File: config.mk
export PLATFORM = sky130hd
export DESIGN_NAME = rwgc_cfg
export DESIGN_NICKNAME = d
export VERILOG_FILES = /design/src/design/rwgc_pkg.sv /design/src/design/rwgc_cfg.sv
export SDC_FILE = /design/constraint.sdc
export NUM_CORES = 1
export LEC_CHECK = 0
export ABC_AREA = 0
export BUFFER_PORTS_ARGS = -buffer_cell sky130_fd_sc_hd__buf_2
export CAP_MARGIN = 25
export CORE_ASPECT_RATIO = 1.2
export CORE_MARGIN = 2
export CORE_UTILIZATION = 40
export CTS_CLUSTER_SIZE = 20
export DETAILED_ROUTE_END_ITERATION = 10
export RECOVER_POWER = 25
export REMOVE_ABC_BUFFERS = 1
export SLEW_MARGIN = 20
export SYNTH_ARGS = -nofsm -noshare
export SYNTH_HDL_FRONTEND = slang
export SYNTH_SLANG_ARGS = --single-unit
File: constraint.sdc
create_clock -name clk -period 2.6 [get_ports clk]
set_clock_uncertainty 0.1 [all_clocks]
set_input_delay 0.13 -clock clk [delete_from_list [all_inputs] [get_ports clk]]
set_output_delay 0.13 -clock clk [all_outputs]
set_load 0.01 [all_outputs]
File: src/design/rwgc_pkg.sv
// Shared types and constants of the random walk grid carver.
package rwgc_pkg;

  // Grid bounds in cells
  localparam int MAX_WIDTH  = 64;
  localparam int MAX_HEIGHT = 64;

  // Field widths
  localparam int COORD_W   = 6;
  localparam int DIM_W     = 7;
  localparam int COUNT_W   = 13;
  localparam int CFG_IDX_W = 3;
  localparam int CFG_DW    = 13;

  // Grid memory geometry
  localparam int DEPTH  = MAX_WIDTH * MAX_HEIGHT;
  localparam int ADDR_W = $clog2(DEPTH);

  localparam logic [COUNT_W-1:0] COUNT_MAX = {COUNT_W{1'b1}};

  // Register reset values
  localparam logic [DIM_W-1:0]   RST_WIDTH  = DIM_W'(64);
  localparam logic [DIM_W-1:0]   RST_HEIGHT = DIM_W'(64);
  localparam logic [COORD_W-1:0] RST_START  = COORD_W'(32);
  localparam logic [COUNT_W-1:0] RST_TARGET = COUNT_W'(2048);

  typedef enum logic [1:0] {
    CMD_RESTART = 2'd0,
    CMD_STEP    = 2'd1,
    CMD_READ    = 2'd2,
    CMD_NOP     = 2'd3
  } cmd_t;

  typedef enum logic [1:0] {
    DIR_XP = 2'd0,
    DIR_XM = 2'd1,
    DIR_YP = 2'd2,
    DIR_YM = 2'd3
  } dir_t;

  typedef enum logic [CFG_IDX_W-1:0] {
    CFG_GRID_WIDTH  = 3'd0,
    CFG_GRID_HEIGHT = 3'd1,
    CFG_START_X     = 3'd2,
    CFG_START_Y     = 3'd3,
    CFG_TARGET      = 3'd4
  } cfg_idx_t;

  typedef enum logic [1:0] {
    S_IDLE,
    S_FIN,
    S_CLEAR
  } state_t;

  // Effective settings handed from the register block to the controller
  typedef struct packed {
    logic [DIM_W-1:0]   width;
    logic [DIM_W-1:0]   height;
    logic [COORD_W-1:0] start_x;
    logic [COORD_W-1:0] start_y;
    logic [COUNT_W-1:0] target;
  } cfg_t;

  // Linear cell address, row major
  function automatic logic [ADDR_W-1:0] cell_addr(logic [COORD_W-1:0] x,
                                                  logic [COORD_W-1:0] y);
    cell_addr = ADDR_W'(y) * ADDR_W'(MAX_WIDTH) + ADDR_W'(x);
  endfunction

endpackage

File: src/design/rwgc_cfg.sv
// Configuration registers and the effective grid size and start position.
module rwgc_cfg (
  input  logic                            clk,
  input  logic                            rst_n,
  input  logic                            cfg_we,
  input  logic [rwgc_pkg::CFG_IDX_W-1:0]  cfg_index,
  input  logic [rwgc_pkg::CFG_DW-1:0]     cfg_wdata,
  output rwgc_pkg::cfg_t                  cfg
);

  logic [rwgc_pkg::DIM_W-1:0]   width_r;
  logic [rwgc_pkg::DIM_W-1:0]   height_r;
  logic [rwgc_pkg::COORD_W-1:0] start_x_r;
  logic [rwgc_pkg::COORD_W-1:0] start_y_r;
  logic [rwgc_pkg::COUNT_W-1:0] target_r;

  logic [rwgc_pkg::DIM_W-1:0]   eff_w;
  logic [rwgc_pkg::DIM_W-1:0]   eff_h;

  // Register writes
  always_ff @(posedge clk) begin
    if (!rst_n) begin
      width_r   <= rwgc_pkg::RST_WIDTH;
      height_r  <= rwgc_pkg::RST_HEIGHT;
      start_x_r <= rwgc_pkg::RST_START;
      start_y_r <= rwgc_pkg::RST_START;
      target_r  <= rwgc_pkg::RST_TARGET;
    end else if (cfg_we) begin
      case (rwgc_pkg::cfg_idx_t'(cfg_index))
        rwgc_pkg::CFG_GRID_WIDTH:  width_r   <= cfg_wdata[rwgc_pkg::DIM_W-1:0];
        rwgc_pkg::CFG_GRID_HEIGHT: height_r  <= cfg_wdata[rwgc_pkg::DIM_W-1:0];
        rwgc_pkg::CFG_START_X:     start_x_r <= cfg_wdata[rwgc_pkg::COORD_W-1:0];
        rwgc_pkg::CFG_START_Y:     start_y_r <= cfg_wdata[rwgc_pkg::COORD_W-1:0];
        rwgc_pkg::CFG_TARGET:      target_r  <= cfg_wdata[rwgc_pkg::COUNT_W-1:0];
        default: ;
      endcase
    end
  end

  // Zero acts as one, oversize clamps to the grid bound
  always_comb begin
    if (width_r == '0) begin
      eff_w = rwgc_pkg::DIM_W'(1);
    end else if (width_r > rwgc_pkg::DIM_W'(rwgc_pkg::MAX_WIDTH)) begin
      eff_w = rwgc_pkg::DIM_W'(rwgc_pkg::MAX_WIDTH);
    end else begin
      eff_w = width_r;
    end
    if (height_r == '0) begin
      eff_h = rwgc_pkg::DIM_W'(1);
    end else if (height_r > rwgc_pkg::DIM_W'(rwgc_pkg::MAX_HEIGHT)) begin
      eff_h = rwgc_pkg::DIM_W'(rwgc_pkg::MAX_HEIGHT);
    end else begin
      eff_h = height_r;
    end
  end

  // Start saturates to the last column or row in use
  always_comb begin
    cfg.width   = eff_w;
    cfg.height  = eff_h;
    cfg.target  = target_r;
    cfg.start_x = ({1'b0, start_x_r} < eff_w) ? start_x_r
                                               : rwgc_pkg::COORD_W'(eff_w - 1'b1);
    cfg.start_y = ({1'b0, start_y_r} < eff_h) ? start_y_r
                                               : rwgc_pkg::COORD_W'(eff_h - 1'b1);
  end

endmodule

=== Word-level counts from Yosys, hierarchy flattened ===
Cells that the tools add are included.

* Register bits: 39
* Output and inout port bits: 39

* Multiplexer cells: 6
* $add $sub $neg: 2
* Order comparisons: 4
* Equality and inequality tests: 4
* Reduce and logical (&&, ||, !) cells: 8

{| class="wikitable"
|+ Operators by type and width
! cell !! count
|-
| 7-bit 2-to-1 mux || 4
|-
| 7-bit greater-than comparator, second input constant || 2
|-
| 7-bit logical NOT || 2
|-
| 6-bit by 7-bit less-than comparator with 1-bit output || 2
|-
| 6-bit 2-to-1 mux || 2
|-
| 6-bit by 1-bit subtractor with 6-bit output, second input constant || 2
|-
| 2-bit AND reduction || 5
|-
| 3-bit by 2-bit == test with 1-bit output, second input constant || 2
|-
| 3-bit by 1-bit == test with 1-bit output, second input constant || 1
|-
| 3-bit == test, second input constant || 1
|-
| 3-bit logical NOT || 1
|}

=== Logic depth before layout (Yosys ltp) ===
Gate-level depths: netlist of run 1.

* Depth after elaboration: 5
* Gate-level depth with buffers: 8
* Depth with buffers taken out: 8

=== Least setup slack after synthesis of run 1 ===
No wires, ideal clock.

* Path type: flip-flop to output port
* Start: register height_r[6] (netlist bit)
* End: output cfg[13] (netlist bit)
* Setup slack: 0.372 ns
* Cell stages (with the launch flop): 9
* Required time: 2.370 ns
* Arrival time: 1.998 ns
* Cell sequence: dfxtp_1 inv_1 nand2_1 ha_1 nand2_1 a21oi_1 o41ai_2 a211oi_2 mux2_2

{| class="wikitable"
|+ RTL lines
! what !! line !! text
|-
| from (decl) || rwgc_cfg.sv:12 || <nowiki>logic [rwgc_pkg::DIM_W-1:0] height_r;</nowiki>
|-
| from (signal assigned) || rwgc_cfg.sv:24 || <nowiki>height_r <= rwgc_pkg::RST_HEIGHT;</nowiki>
|-
| from (signal assigned) || rwgc_cfg.sv:31 || <nowiki>rwgc_pkg::CFG_GRID_HEIGHT: height_r <= cfg_wdata[rwgc_pkg::DIM_W-1:0];</nowiki>
|-
| to (decl) || rwgc_cfg.sv:8 || <nowiki>output rwgc_pkg::cfg_t cfg</nowiki>
|}

==> flow_summary.rst, run 1 <==
.. list-table::
   :header-rows: 1

   * - Metric
     - Value
   * - Number of slew-limit violations in the final report
     - 0
   * - Final clock period utilization by the worst path
     - between 90% and 100%
   * - Total core area
     - around 5300 µm²
   * - Register-to-register setup slack
     - ~1.7 ns
   * - Setup CP Type
     - reg2out
   * - Crit path time final
     - about 2.5 ns
   * - Final setup violating endpoints
     - 0
   * - IR drop worst, VDD
     - between 0.0003 and 0.0004 V
   * - Count of different cell masters after synthesis
     - 34
   * - Actual slew at the worst max-slew pin
     - 0.733 ns
   * - Highest-count cells in the layout ignoring fill and taps
     - sky130_fd_sc_hd__nand2_1, sky130_fd_sc_hd__buf_2, sky130_fd_sc_hd__dfxtp_1
   * - Root buffer cell
     - sky130_fd_sc_hd__clkbuf_8
   * - Number of vias in the routed layout
     - roughly 1.9k
   * - CTS tree
     - yes
   * - Relative max-transition margin
     - between 50 and 60%
   * - Kind of end point of the critical path
     - primary output
   * - Starting DRT DRC Count
     - between 100 and 150
   * - Number of global-route vias before repair
     - approximately 1.9k
   * - Total of flip-flops plus latches after synthesis
     - 39
   * - Count of port buffers added during placement
     - 57
   * - Largest net degree at the start of global routing
     - 40
   * - Buffer and inverter count on the worst path
     - 2
   * - Layout-stage area growth over the synthesis result
     - 30.2%
   * - F_max
     - 0.398 GHz
   * - DRT Pass-1 Iters
     - 4
   * - H-tree level count
     - 2
   * - Lkg Pwr
     - 1.28 nW
   * - Antenna fix cells
     - 0
   * - Share of layout cells above drive strength 1
     - about 30%
   * - Fin. Hold Viols
     - 0
   * - Worst R2R End
     - height_r[6]
   * - List of cells traversed by the critical path
     - nand2_2 -> ha_4 -> nand2_1 -> a21oi_2 -> o41ai_2 -> a211oi_4 -> buf_6 -> mux2_2 -> buf_2
   * - Cell taking the most area after synthesis
     - sky130_fd_sc_hd__dfxtp_1
   * - Part of the Yosys area used for sequential elements
     - between 30 and 40%
   * - Final setup TNS
     - 0 ns
   * - Most common library cell in the layout ignoring fill and taps
     - sky130_fd_sc_hd__nand2_1
   * - Cells on worst reg2reg path
     - 3
   * - Net total in the final layout
     - roughly 360
   * - Die Y
     - around 85 µm
   * - Initial cell density of the core
     - between 40 and 50%
   * - Top-level I/O count
     - 58
   * - Hold WC Path Type
     - in2reg
   * - Stages on the worst setup path
     - 9
   * - TritonCTS Buffers
     - 5
   * - Endpoint of the worst hold-timing path
     - width_r[6]
   * - Gpl congestion
     - between 0.8 and 0.9
   * - Global router's overall resource usage
     - 18.5%
   * - Power consumption
     - between 1 and 1.5 mW
   * - Power density over cell area
     - 419 nW/µm²
   * - Final cell utilization of the core
     - a little over half
   * - Data arrival at the endpoint of the critical path
     - 2.28 ns
   * - Routed length per instance
     - between 10 and 15 µm
   * - Global-route wire length before repair
     - just under 9000 µm
   * - Master of the slowest instance on the critical path
     - sky130_fd_sc_hd__dfxtp_1
   * - Reg-to-reg startpoint
     - height_r[6]
   * - Clock edge transition at the registers on the reported setup and hold paths
     - roughly 0.08 ns
   * - Biggest cell delay along the critical path
     - about 0.42 ns
   * - Initial antenna violation count
     - 0
   * - Mean post-synth cell area
     - about 8.4 µm²
   * - Synth area leaders
     - sky130_fd_sc_hd__dfxtp_1, sky130_fd_sc_hd__mux2i_1, sky130_fd_sc_hd__nand2_1
   * - Cell count after synthesis
     - 259
   * - Post-detailed-route via-to-cell ratio
     - around 5.0
   * - Floorplan row count
     - 29
   * - Buffer depth of the longest clock path
     - 2
   * - Outcome
     - finished clean
   * - Width of the chip
     - 71.1 µm
   * - Post-synthesis instance area
     - around 2200 µm²
   * - Synthesis warning total
     - 0
   * - Hold depth
     - 3
   * - Dpl hpwl
     - ~3800 µm
   * - Max Cap Violations
     - 0
   * - Required time reported for the critical path endpoint
     - roughly 2.4 ns
   * - Top fanout value on the critical path
     - 5
   * - Final ANT Viol Nets
     - 0
   * - RSZ-0062 raised after global routing
     - true
   * - Drt drc
     - 0
   * - Total congestion overflow after global routing
     - 0
   * - Number of clock sinks
     - 39
   * - Share of Yosys cell area claimed by the top area cell type
     - between 30% and 40%
   * - Kind of launch point of the worst setup path
     - flop
   * - Family with the most delay on the worst path
     - compound AO/OA/AOI/OAI gates
   * - Die area
     - roughly 6000 µm²
   * - Beginning of the worst hold path
     - cfg_wdata[6]
   * - Insertion delay to the later sink of the worst-skew pair
     - around 0.28 ns
   * - Total Wirelength
     - 5420 µm
==> area by class of cell <==
class,instances,area [µm²]
Inverter,19,76.3
Multi-Input combinational cell,191,1410
Sequential cell,39,785
Clock buffer,6,72.6
Fill cell,481,2440
Timing Repair Buffer,69,384
Tap cell,62,77.6
Clock inverter,2,12.5
==> metal layers <==
layer  vias up  wire length (µm)  global-route usage, %
li1       1001                 -                      -
met3         2               203                   3.36
met4         0                11                   5.15
met2        45              2640                   30.3
met5         -                 0                      0
met1       897              2570                   24.8
==> worst max-delay path by stage <==
| stage | start | endpoint | slack, ns |
|---|---|---|---|
| 2_1_floorplan | height_r[6] | cfg[13] | 0.33 |
| 3_3_place_gp | height_r[6] | cfg[13] | 0.19 |
| 3_5_place_dp | height_r[6] | cfg[15] | 0.12 |
| 4_1_cts | width_r[6] | cfg[22] | 0.005 |
| 5_1_grt | height_r[6] | cfg[14] | -0.02 |
| 6_report | height_r[2] | cfg[16] | 0.09 |
==> repair_timing <==
item	4_1_cts	5_1_grt
buffers inserted	3	1
pin swaps	2	7
gates resized for setup	2	34
endpoints found under the hold margin	5	0
setup endpoints to repair	6	11
hold buffers	5	0
==> kinds of logic (layout without fill, tap and decap cells) <==
group | after synthesis | after routing | share of synthesized area, %
and+or+nand+nor | 103 | 103 | 22.0
xor gates and xnor gates | 2 | 2 | 0.810
muxes | 30 | 30 | 14.4
DFF | 39 | 39 | 36.1
AOI/OAI and AO/OA | 44 | 44 | 14.6
buffers and inverters | 29 | 96 | 5.09
adders and majority gates | 12 | 12 | 6.94
==> through the flow <==
stage               hold WS (ns)  setup WS (ns)  cell area, µm²  instances
detailed placement         0.242          0.123            2510        371
global placement           0.236          0.191            2510        371
floorplan                 0.0919          0.328            2120        249
CTS                     0.000557        0.00532            2680        387
global route              0.0181        -0.0238            2820        388
finish                   0.00985         0.0891            2820        388
==> state kept, by name (all words and copies together), names as in the netlist <==
name	flops
target_r	13
start_y_r	6
width_r	7
start_x_r	6
height_r	7
==> tightest hold or removal path: stages <==
cell                      delay [ns]
sky130_fd_sc_hd__buf_2          0.11
sky130_fd_sc_hd__nand2_1        0.05
sky130_fd_sc_hd__nand3_1        0.07
==> power breakdown <==
part / internal (mW) / total (mW) / switching (mW)
clock: 0.187 / 0.397 / 0.209
combinational: 0.0765 / 0.159 / 0.0824
sequential: 0.611 / 0.623 / 0.0128
==> cells in the mapped netlist <==
cell type,count
sky130_fd_sc_hd__nor2_1,12
sky130_fd_sc_hd__buf_2,1
sky130_fd_sc_hd__nor2b_1,18
sky130_fd_sc_hd__nand3_1,6
sky130_fd_sc_hd__clkbuf_1,9
sky130_fd_sc_hd__nor3_1,2
sky130_fd_sc_hd__a21oi_1,9
sky130_fd_sc_hd__nand2b_1,1
sky130_fd_sc_hd__mux2_2,9
sky130_fd_sc_hd__a2111oi_2,1
sky130_fd_sc_hd__ha_1,12
sky130_fd_sc_hd__a31oi_1,1
sky130_fd_sc_hd__a211oi_2,1
sky130_fd_sc_hd__o311ai_0,1
sky130_fd_sc_hd__o31ai_1,1
sky130_fd_sc_hd__nand2_2,1
sky130_fd_sc_hd__or3_1,1
sky130_fd_sc_hd__o211ai_1,1
sky130_fd_sc_hd__and3b_1,1
sky130_fd_sc_hd__a211oi_1,2
sky130_fd_sc_hd__o41ai_2,1
sky130_fd_sc_hd__and3_1,1
sky130_fd_sc_hd__or4_4,2
sky130_fd_sc_hd__a2bb2oi_1,1
sky130_fd_sc_hd__nand2_1,56
sky130_fd_sc_hd__inv_1,19
sky130_fd_sc_hd__mux2i_1,21
sky130_fd_sc_hd__or2_2,1
sky130_fd_sc_hd__o221ai_1,1
sky130_fd_sc_hd__o21ai_0,6
sky130_fd_sc_hd__xnor2_1,2
sky130_fd_sc_hd__and2_1,1
sky130_fd_sc_hd__a21boi_0,18
sky130_fd_sc_hd__dfxtp_1,39
Note: power is estimated with default switching activity, not from simulation.
==> run 2: changes to the inputs <==
==> constraint.sdc (replaced) <==
create_clock -name clk -period 3 [get_ports clk]
set_clock_uncertainty 0.1 [all_clocks]
set_input_delay 0.15 -clock clk [delete_from_list [all_inputs] [get_ports clk]]
set_output_delay 0.15 -clock clk [all_outputs]
set_load 0.01 [all_outputs]
==> flow_summary.rst, run 2 (synthesis results as in run 1) <==
.. list-table::
   :header-rows: 1

   * - Metric
     - Value
   * - Total core area
     - 5260 µm² (unchanged)
   * - Internal Dissipation
     - 857 µW (was 875 µW)
   * - Relative max-transition margin
     - 52.8% (was 51.0%)
   * - Clock network fraction of total power
     - 40.6% (was 33.6%)
   * - Buffer depth of the longest clock path
     - 2 (unchanged)
   * - Total congestion overflow after global routing
     - 0 (unchanged)
   * - Top fanout value on the critical path
     - 7 (was 5)
   * - Logic pwr share
     - 11.0% (was 13.5%)
   * - Power density over cell area
     - 422 nW/µm² (was 419 nW/µm²)
   * - Worst slack at placement
     - 0.378 ns (was 0.123 ns)
   * - Hold WC Path Type
     - in2reg (unchanged)
   * - Register area
     - 782 µm² (was 785 µm²)
   * - Max Cap Violations
     - 0 (unchanged)
   * - Total Wirelength
     - 5140 µm (was 5420 µm)
   * - Clock edge transition at the registers on the reported setup and hold paths
     - 0.08 ns (about the same)
   * - Number of buffers inserted to repair setup after CTS
     - 0 (was 3)
   * - Switch Pwr
     - 260 µW (was 304 µW)
   * - Root buffer cell
     - sky130_fd_sc_hd__clkbuf_8 (unchanged)
   * - Post-route worst setup slack
     - 0.185 ns (was 0.0891 ns)
   * - Register bank with the most flops
     - target_r (unchanged)
   * - Final clock period utilization by the worst path
     - between 90% and 100%
   * - Top-level I/O count
     - 58 (unchanged)
   * - Final ANT Viol Nets
     - 0 (unchanged)
   * - Beginning of the worst hold path
     - cfg_wdata[12] (was cfg_wdata[6])
   * - Global-route wire length before repair
     - 8830 µm (was 8890 µm)
   * - Final setup violating endpoints
     - 0 (unchanged)
   * - Die Y
     - 84.6 µm (unchanged)
   * - Dpl hpwl
     - 3770 µm (was 3830 µm)
   * - Net total in the final layout
     - 349 (was 356)
   * - Final setup TNS
     - 0 ns (unchanged)
   * - TritonCTS Buffers
     - 5 (unchanged)
   * - Cell area after placement
     - 2490 µm² (was 2510 µm²)
   * - Post-detailed-route via-to-cell ratio
     - 5.05 (was 5.01)
   * - Met1 routed wirelength after detailed routing
     - 2400 µm (was 2570 µm)
   * - Most common library cell in the layout ignoring fill and taps
     - sky130_fd_sc_hd__nand2_1 (unchanged)
   * - Endpoint of the worst hold-timing path
     - target_r[12] (was width_r[6])
   * - Top layer used by detailed routing
     - met4 (unchanged)
   * - Fin. Hold Viols
     - 0 (unchanged)
   * - CTS tree
     - yes (unchanged)
   * - Starting DRT DRC Count
     - 92 (was 135)
   * - Die area
     - 6020 µm² (unchanged)
   * - Worst R2R End
     - height_r[5] (was height_r[6])
   * - Number of vias in the routed layout
     - 1,923 (was 1,945)
   * - Initial antenna violation count
     - 0 (unchanged)
   * - Antenna fix cells
     - 0 (unchanged)
   * - DRT Pass-1 Iters
     - 4 (unchanged)
   * - Layout-stage area growth over the synthesis result
     - 22.4% (was 30.2%)
   * - Number of flip-flops in the largest register
     - 13 (unchanged)
   * - H-tree level count
     - 2 (unchanged)
   * - Design Area, Final
     - 2650 µm² (was 2820 µm²)
   * - Lkg Pwr
     - 1.22 nW (was 1.28 nW)
   * - Share of total power in sequential cells
     - 48.4% (was 52.9%)
   * - Crit path time final
     - 2.82 ns
   * - Hold depth
     - 3 (unchanged)
   * - Count of port buffers added during placement
     - 57 (unchanged)
   * - Floorplan row count
     - 29 (unchanged)
   * - Routed length on met2
     - 2450 µm (was 2640 µm)
   * - Number of global-route vias before repair
     - 1,884 (was 1,882)
   * - Register-to-register setup slack
     - 2.18 ns (was 1.65 ns)
   * - Kind of launch point of the worst setup path
     - flop (unchanged)
   * - Insertion delay to the later sink of the worst-skew pair
     - 0.28 ns (about the same)
   * - IR drop worst, VDD
     - 0.000255 V (was 0.000304 V)
   * - Gpl congestion
     - 0.871 (was 0.836)
   * - Setup CP Type
     - reg2out (unchanged)
   * - Drt drc
     - 0 (unchanged)
   * - RSZ-0062 raised after global routing
     - false (was true)
   * - Outcome
     - finished clean (unchanged)
   * - F_max
     - about 0.36 GHz
   * - Number of slew-limit violations in the final report
     - 0 (unchanged)
   * - Reg-to-reg startpoint
     - height_r[5] (was height_r[6])
   * - Number of fill cells in the layout
     - 542 (was 481)
   * - Share of layout cells above drive strength 1
     - 21.6% (was 30.4%)
   * - Registers with the highest flip-flop counts
     - target_r x13, height_r x7, width_r x7 (unchanged)
   * - Routed met3 length
     - 219 µm (was 203 µm)
   * - Area of the multi-input gates
     - 1280 µm² (was 1410 µm²)
   * - Actual slew at the worst max-slew pin
     - 0.706 ns (was 0.733 ns)
   * - Switching part of the total power
     - 23.3% (was 25.8%)
   * - Power consumption
     - 1.12 mW (was 1.18 mW)
   * - Number of clock sinks
     - 39 (unchanged)
   * - Routed length per instance
     - 13.5 µm (was 14.0 µm)
   * - Required time reported for the critical path endpoint
     - 2.75 ns (was 2.37 ns)
   * - Largest net degree at the start of global routing
     - 40 (unchanged)
   * - Kind of end point of the critical path
     - primary output (unchanged)
   * - Global router's overall resource usage
     - 18.3% (was 18.5%)
   * - Width of the chip
     - 71.1 µm (unchanged)
   * - Data arrival at the endpoint of the critical path
     - 2.57 ns (was 2.28 ns)
   * - Initial cell density of the core
     - 41.1% (unchanged)
   * - Highest-count cells in the layout ignoring fill and taps
     - sky130_fd_sc_hd__nand2_1, sky130_fd_sc_hd__buf_2, sky130_fd_sc_hd__dfxtp_1 (unchanged)
   * - Cells on worst reg2reg path
     - 2 (was 3)
## run 2: changes by cell type in the layout (fill, tap and decap cells not counted), moves of 3 or more
cell / change
sky130_fd_sc_hd__ha_1: +6
sky130_fd_sc_hd__nand2_2: -3
sky130_fd_sc_hd__ha_2: -3
sky130_fd_sc_hd__ha_4: -3
sky130_fd_sc_hd__nand2_1: +5
sky130_fd_sc_hd__buf_6: -3
sky130_fd_sc_hd__a21oi_1: +3
sky130_fd_sc_hd__buf_4: -4
## run 2: critical path, stage by stage, from the launching register on
cell and delay [ns]:
sky130_fd_sc_hd__dfxtp_2 0.36, sky130_fd_sc_hd__inv_1 0.18, sky130_fd_sc_hd__nand2_1 0.14, sky130_fd_sc_hd__ha_1 0.33, sky130_fd_sc_hd__nand2_1 0.06, sky130_fd_sc_hd__a21oi_1 0.16
sky130_fd_sc_hd__o41ai_2 0.12, sky130_fd_sc_hd__a211oi_4 0.41, sky130_fd_sc_hd__mux2_2 0.38, sky130_fd_sc_hd__buf_2 0.14
## run 2: final cells by class
class,instances,area share (%)
multi-input cells,191,48.3
flip-flops and latches,39,29.5
repair buffers,62,12.1
clock buffers,6,3.12
well taps,62,2.93
inverters,19,2.69
clock inverters,2,1.32
## run 2: worst max path at each step
stage | from | endpoint | cells after the start | slack (ns)
floorplan | height_r[6] | cfg[13] | 8 | 0.71
global placement | height_r[6] | cfg[13] | 9 | 0.45
detailed placement | height_r[6] | cfg[16] | 9 | 0.38
CTS | height_r[6] | cfg[15] | 9 | 0.05
global route | height_r[6] | cfg[15] | 9 | 0.004
finish | height_r[6] | cfg[15] | 9 | 0.18
## run 2: per-stage QoR
stage | instances | hold slack [ns] | utilization, %
6_report | 381 | 0.00780 | 50.3
3_5_place_dp | 368 | 0.272 | 47.3
5_1_grt | 381 | 0.0354 | 50.3
3_3_place_gp | 368 | 0.256 | 47.3
2_1_floorplan | 249 | 0.112 | -
4_1_cts | 381 | 0.00617 | 50.5
## run 2: per-layer routing
layer  track usage (%)  up-vias
li1                  -      989
met1              24.1      888
met2              29.8       40
met3              4.44        6
met4              5.49        0
met5                 0        -
## run 2: power by group through the flow
| stage | clock, mW | sequential [mW] | combinational [mW] |
|---|---|---|---|
| 6_report | 0.453 | 0.541 | 0.123 |
| 5_1_grt | 0.484 | 0.543 | 0.138 |
| 4_1_cts | 0.464 | 0.540 | 0.125 |
| 3_5_place_dp | 0 | 0.553 | 0.119 |
| 3_3_place_gp | 0 | 0.552 | 0.118 |
| 2_1_floorplan | 0 | 0.551 | 0.0677 |
## run 2: timing repair
action	in CTS	in global routing
hold buffers	5	0
endpoints found under the hold margin	5	0
endpoints found under the setup margin	0	6
resized for setup	0	2
==> run 3: changes to the inputs <==
--- a/config.mk
+++ b/config.mk
@@ -8,13 +8,17 @@
 export ABC_AREA = 0
 export BUFFER_PORTS_ARGS = -buffer_cell sky130_fd_sc_hd__buf_2
 export CAP_MARGIN = 25
+export CELL_PAD_IN_SITES_DETAIL_PLACEMENT = 0
+export CELL_PAD_IN_SITES_GLOBAL_PLACEMENT = 1
 export CORE_ASPECT_RATIO = 1.2
 export CORE_MARGIN = 2
 export CORE_UTILIZATION = 40
 export CTS_CLUSTER_SIZE = 20
 export DETAILED_ROUTE_END_ITERATION = 10
+export PLACE_DENSITY_LB_ADDON = 0.1
 export RECOVER_POWER = 25
 export REMOVE_ABC_BUFFERS = 1
+export SETUP_SLACK_MARGIN = 0.05
 export SLEW_MARGIN = 20
 export SYNTH_ARGS = -nofsm -noshare
 export SYNTH_HDL_FRONTEND = slang
==> flow_summary.rst, run 3 (synthesis results as in run 1) <==
.. list-table::
   :header-rows: 1

   * - Metric
     - Value
   * - Kind of launch point of the worst setup path
     - flop (unchanged)
   * - Data arrival at the endpoint of the critical path
     - 2.55 ns (was 2.57 ns)
   * - Number of clock sinks
     - 39 (unchanged)
   * - DRT Pass-1 Iters
     - 4 (unchanged)
   * - Root buffer cell
     - sky130_fd_sc_hd__clkbuf_8 (unchanged)
   * - Number of slew-limit violations in the final report
     - 0 (unchanged)
   * - Kind of end point of the critical path
     - primary output (unchanged)
   * - IR drop worst, VDD
     - 0.000270 V (was 0.000255 V)
   * - Power consumption
     - 1.01 mW (was 1.12 mW)
   * - Buffer depth of the longest clock path
     - 2 (unchanged)
   * - Biggest cell delay along the critical path
     - 0.39 ns (was 0.41 ns)
   * - Global-route wire length before repair
     - 8760 µm (was 8830 µm)
   * - Width of the chip
     - 71.1 µm (unchanged)
   * - Final Hold Slack
     - 0.00968 ns (was 0.00780 ns)
   * - Fin. Hold Viols
     - 0 (unchanged)
   * - Outcome
     - finished clean (unchanged)
   * - Die Y
     - 84.6 µm (unchanged)
   * - Starting DRT DRC Count
     - 93 (was 92)
   * - Global router's overall resource usage
     - 18.1% (was 18.3%)
   * - Non-filler cells in the finished layout
     - 381 (unchanged)
   * - Largest net degree at the start of global routing
     - 40 (unchanged)
   * - Drt drc
     - 0 (unchanged)
   * - Post-detailed-route via-to-cell ratio
     - 4.97 (was 5.05)
   * - Worst slack at placement
     - 0.400 ns (was 0.378 ns)
   * - Layout-stage area growth over the synthesis result
     - 21.2% (was 22.4%)
   * - Relative max-transition margin
     - 43.5% (was 52.8%)
   * - H-tree level count
     - 2 (unchanged)
   * - Highest-count cells in the layout ignoring fill and taps
     - sky130_fd_sc_hd__nand2_1, sky130_fd_sc_hd__buf_2, sky130_fd_sc_hd__dfxtp_1 (unchanged)
   * - Registers with the highest flip-flop counts
     - target_r x13, height_r x7, width_r x7 (unchanged)
   * - Antenna fix cells
     - 0 (unchanged)
   * - Final setup violating endpoints
     - 0 (unchanged)
   * - Lkg Pwr
     - 1.20 nW (was 1.22 nW)
   * - CTS tree
     - yes (unchanged)
   * - Dpl hpwl
     - 3780 µm (was 3770 µm)
   * - Total Wirelength
     - 5190 µm (was 5140 µm)
   * - Final clock period utilization by the worst path
     - 93.3% (was 93.8%)
   * - Total congestion overflow after global routing
     - 0 (unchanged)
   * - Die area
     - 6020 µm² (unchanged)
   * - Post-route worst setup slack
     - 0.201 ns (was 0.185 ns)
   * - Master of the slowest instance on the critical path
     - sky130_fd_sc_hd__a2111oi_4 (was sky130_fd_sc_hd__a211oi_4)
   * - Area of the multi-input gates
     - 1290 µm² (was 1280 µm²)
   * - Total core area
     - 5260 µm² (unchanged)
   * - Actual slew at the worst max-slew pin
     - 0.844 ns (was 0.706 ns)
   * - Cells on worst reg2reg path
     - 2 (unchanged)
   * - Register-to-register setup slack
     - 2.17 ns (was 2.18 ns)
   * - Share of layout cells above drive strength 1
     - 21.9% (was 21.6%)
   * - Worst setup endpoint
     - cfg[17] (was cfg[15])
   * - Gpl congestion
     - 0.817 (was 0.871)
   * - Max Cap Violations
     - 0 (unchanged)
   * - TritonCTS Buffers
     - 5 (unchanged)
   * - Required time reported for the critical path endpoint
     - 2.75 ns (about the same)
   * - Cell area after placement
     - 2490 µm² (unchanged)
   * - Power density over cell area
     - 385 nW/µm² (was 422 nW/µm²)
   * - DP Cell Count
     - 368 (unchanged)
   * - List of cells traversed by the critical path
     - inv_1 -> nand2_1 -> ha_1 -> a21oi_1 -> nor2b_1 -> a2111oi_4 -> a211oi_4 -> buf_4 -> mux2_2 -> buf_2 (was inv_1 -> nand2_1 -> ha_1 -> nand2_1 -> a21oi_1 -> o41ai_2 -> a211oi_4 -> mux2_2 -> buf_2)
   * - Routed length per instance
     - 13.6 µm (was 13.5 µm)
   * - Register bank with the most flops
     - target_r (unchanged)
   * - Top-level I/O count
     - 58 (unchanged)
   * - Net total in the final layout
     - 349 (unchanged)
   * - Final setup TNS
     - 0 ns (unchanged)
   * - Number of fill cells in the layout
     - 526 (was 542)
   * - Initial cell density of the core
     - 41.1% (unchanged)
   * - Number of global-route vias before repair
     - 1,837 (was 1,884)
   * - Family with the most delay on the worst path
     - compound AO/OA/AOI/OAI gates (unchanged)
   * - Stages on the worst setup path
     - 10 (was 9)
   * - Initial antenna violation count
     - 0 (unchanged)
   * - Clock edge transition at the registers on the reported setup and hold paths
     - 0.08 ns (about the same)
   * - Floorplan row count
     - 29 (unchanged)
   * - Design Area, Final
     - 2620 µm² (was 2650 µm²)
   * - Final ANT Viol Nets
     - 0 (unchanged)
   * - Reg-to-reg startpoint
     - height_r[5] (unchanged)
   * - Worst R2R End
     - height_r[5] (unchanged)
   * - Top fanout value on the critical path
     - 7 (unchanged)
   * - Insertion delay to the later sink of the worst-skew pair
     - 0.29 ns (was 0.28 ns)
   * - Crit path time final
     - 2.80 ns (was 2.82 ns)
   * - Worst setup path startpoint
     - height_r[6] (unchanged)
   * - F_max
     - 0.357 GHz (was 0.355 GHz)
   * - Hold depth
     - 3 (unchanged)
   * - Count of port buffers added during placement
     - 57 (unchanged)
   * - Number of vias in the routed layout
     - 1,894 (was 1,923)
   * - Number of flip-flops in the largest register
     - 13 (unchanged)
   * - Buffer and inverter count on the worst path
     - 3 (was 2)
   * - Final cell utilization of the core
     - 49.8% (was 50.3%)
   * - RSZ-0062 raised after global routing
     - false (unchanged)
   * - Register area
     - 782 µm² (unchanged)
   * - Most common library cell in the layout ignoring fill and taps
     - sky130_fd_sc_hd__nand2_1 (unchanged)
   * - Hold WC Path Type
     - in2reg (unchanged)
   * - Setup CP Type
     - reg2out (unchanged)
[run 3: power breakdown]
part | switching [mW] | internal, mW | leakage [nW]
Sequential | 0.0113 | 0.529 | 0.315
Combinational | 0.0649 | 0.0577 | 0.848
Clock | 0.183 | 0.163 | 0.0412
Total | 0.259 | 0.749 | 1.20
[run 3: repair_timing]
| item | CTS | global route |
|---|---|---|
| hold buffers | 3 | 0 |
| hold endpoints to repair | 3 | 0 |
| setup endpoints to repair | 0 | 6 |
| resized for setup | 0 | 3 |
| setup buffers | 0 | 2 |
[run 3: worst min path at each step]
stage / from / endpoint / slack, ns
after floorplan: rst_n / height_r[6] / 0.11
after global placement: cfg_wdata[11] / target_r[11] / 0.26
after detailed placement: cfg_wdata[11] / target_r[11] / 0.26
after CTS: cfg_wdata[12] / target_r[12] / 0.0005
after global routing: cfg_wdata[7] / target_r[7] / 0.02
final: cfg_wdata[7] / target_r[7] / 0.01
[run 3: worst min-delay path: stages]
cell and delay (ns):
sky130_fd_sc_hd__buf_2 0.09, sky130_fd_sc_hd__nand2_1 0.04, sky130_fd_sc_hd__a21boi_0 0.06
[run 3: final cells by class]
| type | count | area share (%) |
|---|---|---|
| Clock buffer | 6 | 2.77 |
| Multi-Input combinational cell | 191 | 49.3 |
| Sequential cell | 39 | 29.8 |
| Inverter | 19 | 2.72 |
| Timing Repair Buffer | 62 | 12.0 |
| Clock inverter | 2 | 0.477 |
| Tap cell | 62 | 2.96 |
[run 3: routing by layer]
layer / track usage [%] / up-vias / share of wire [%]
met4: 3.60 / 0 / 0.31
met5: 0 / - / 0
met3: 4.56 / 2 / 6.2
met1: 25.3 / 851 / 49
li1: - / 989 / -
met2: 28.5 / 52 / 45
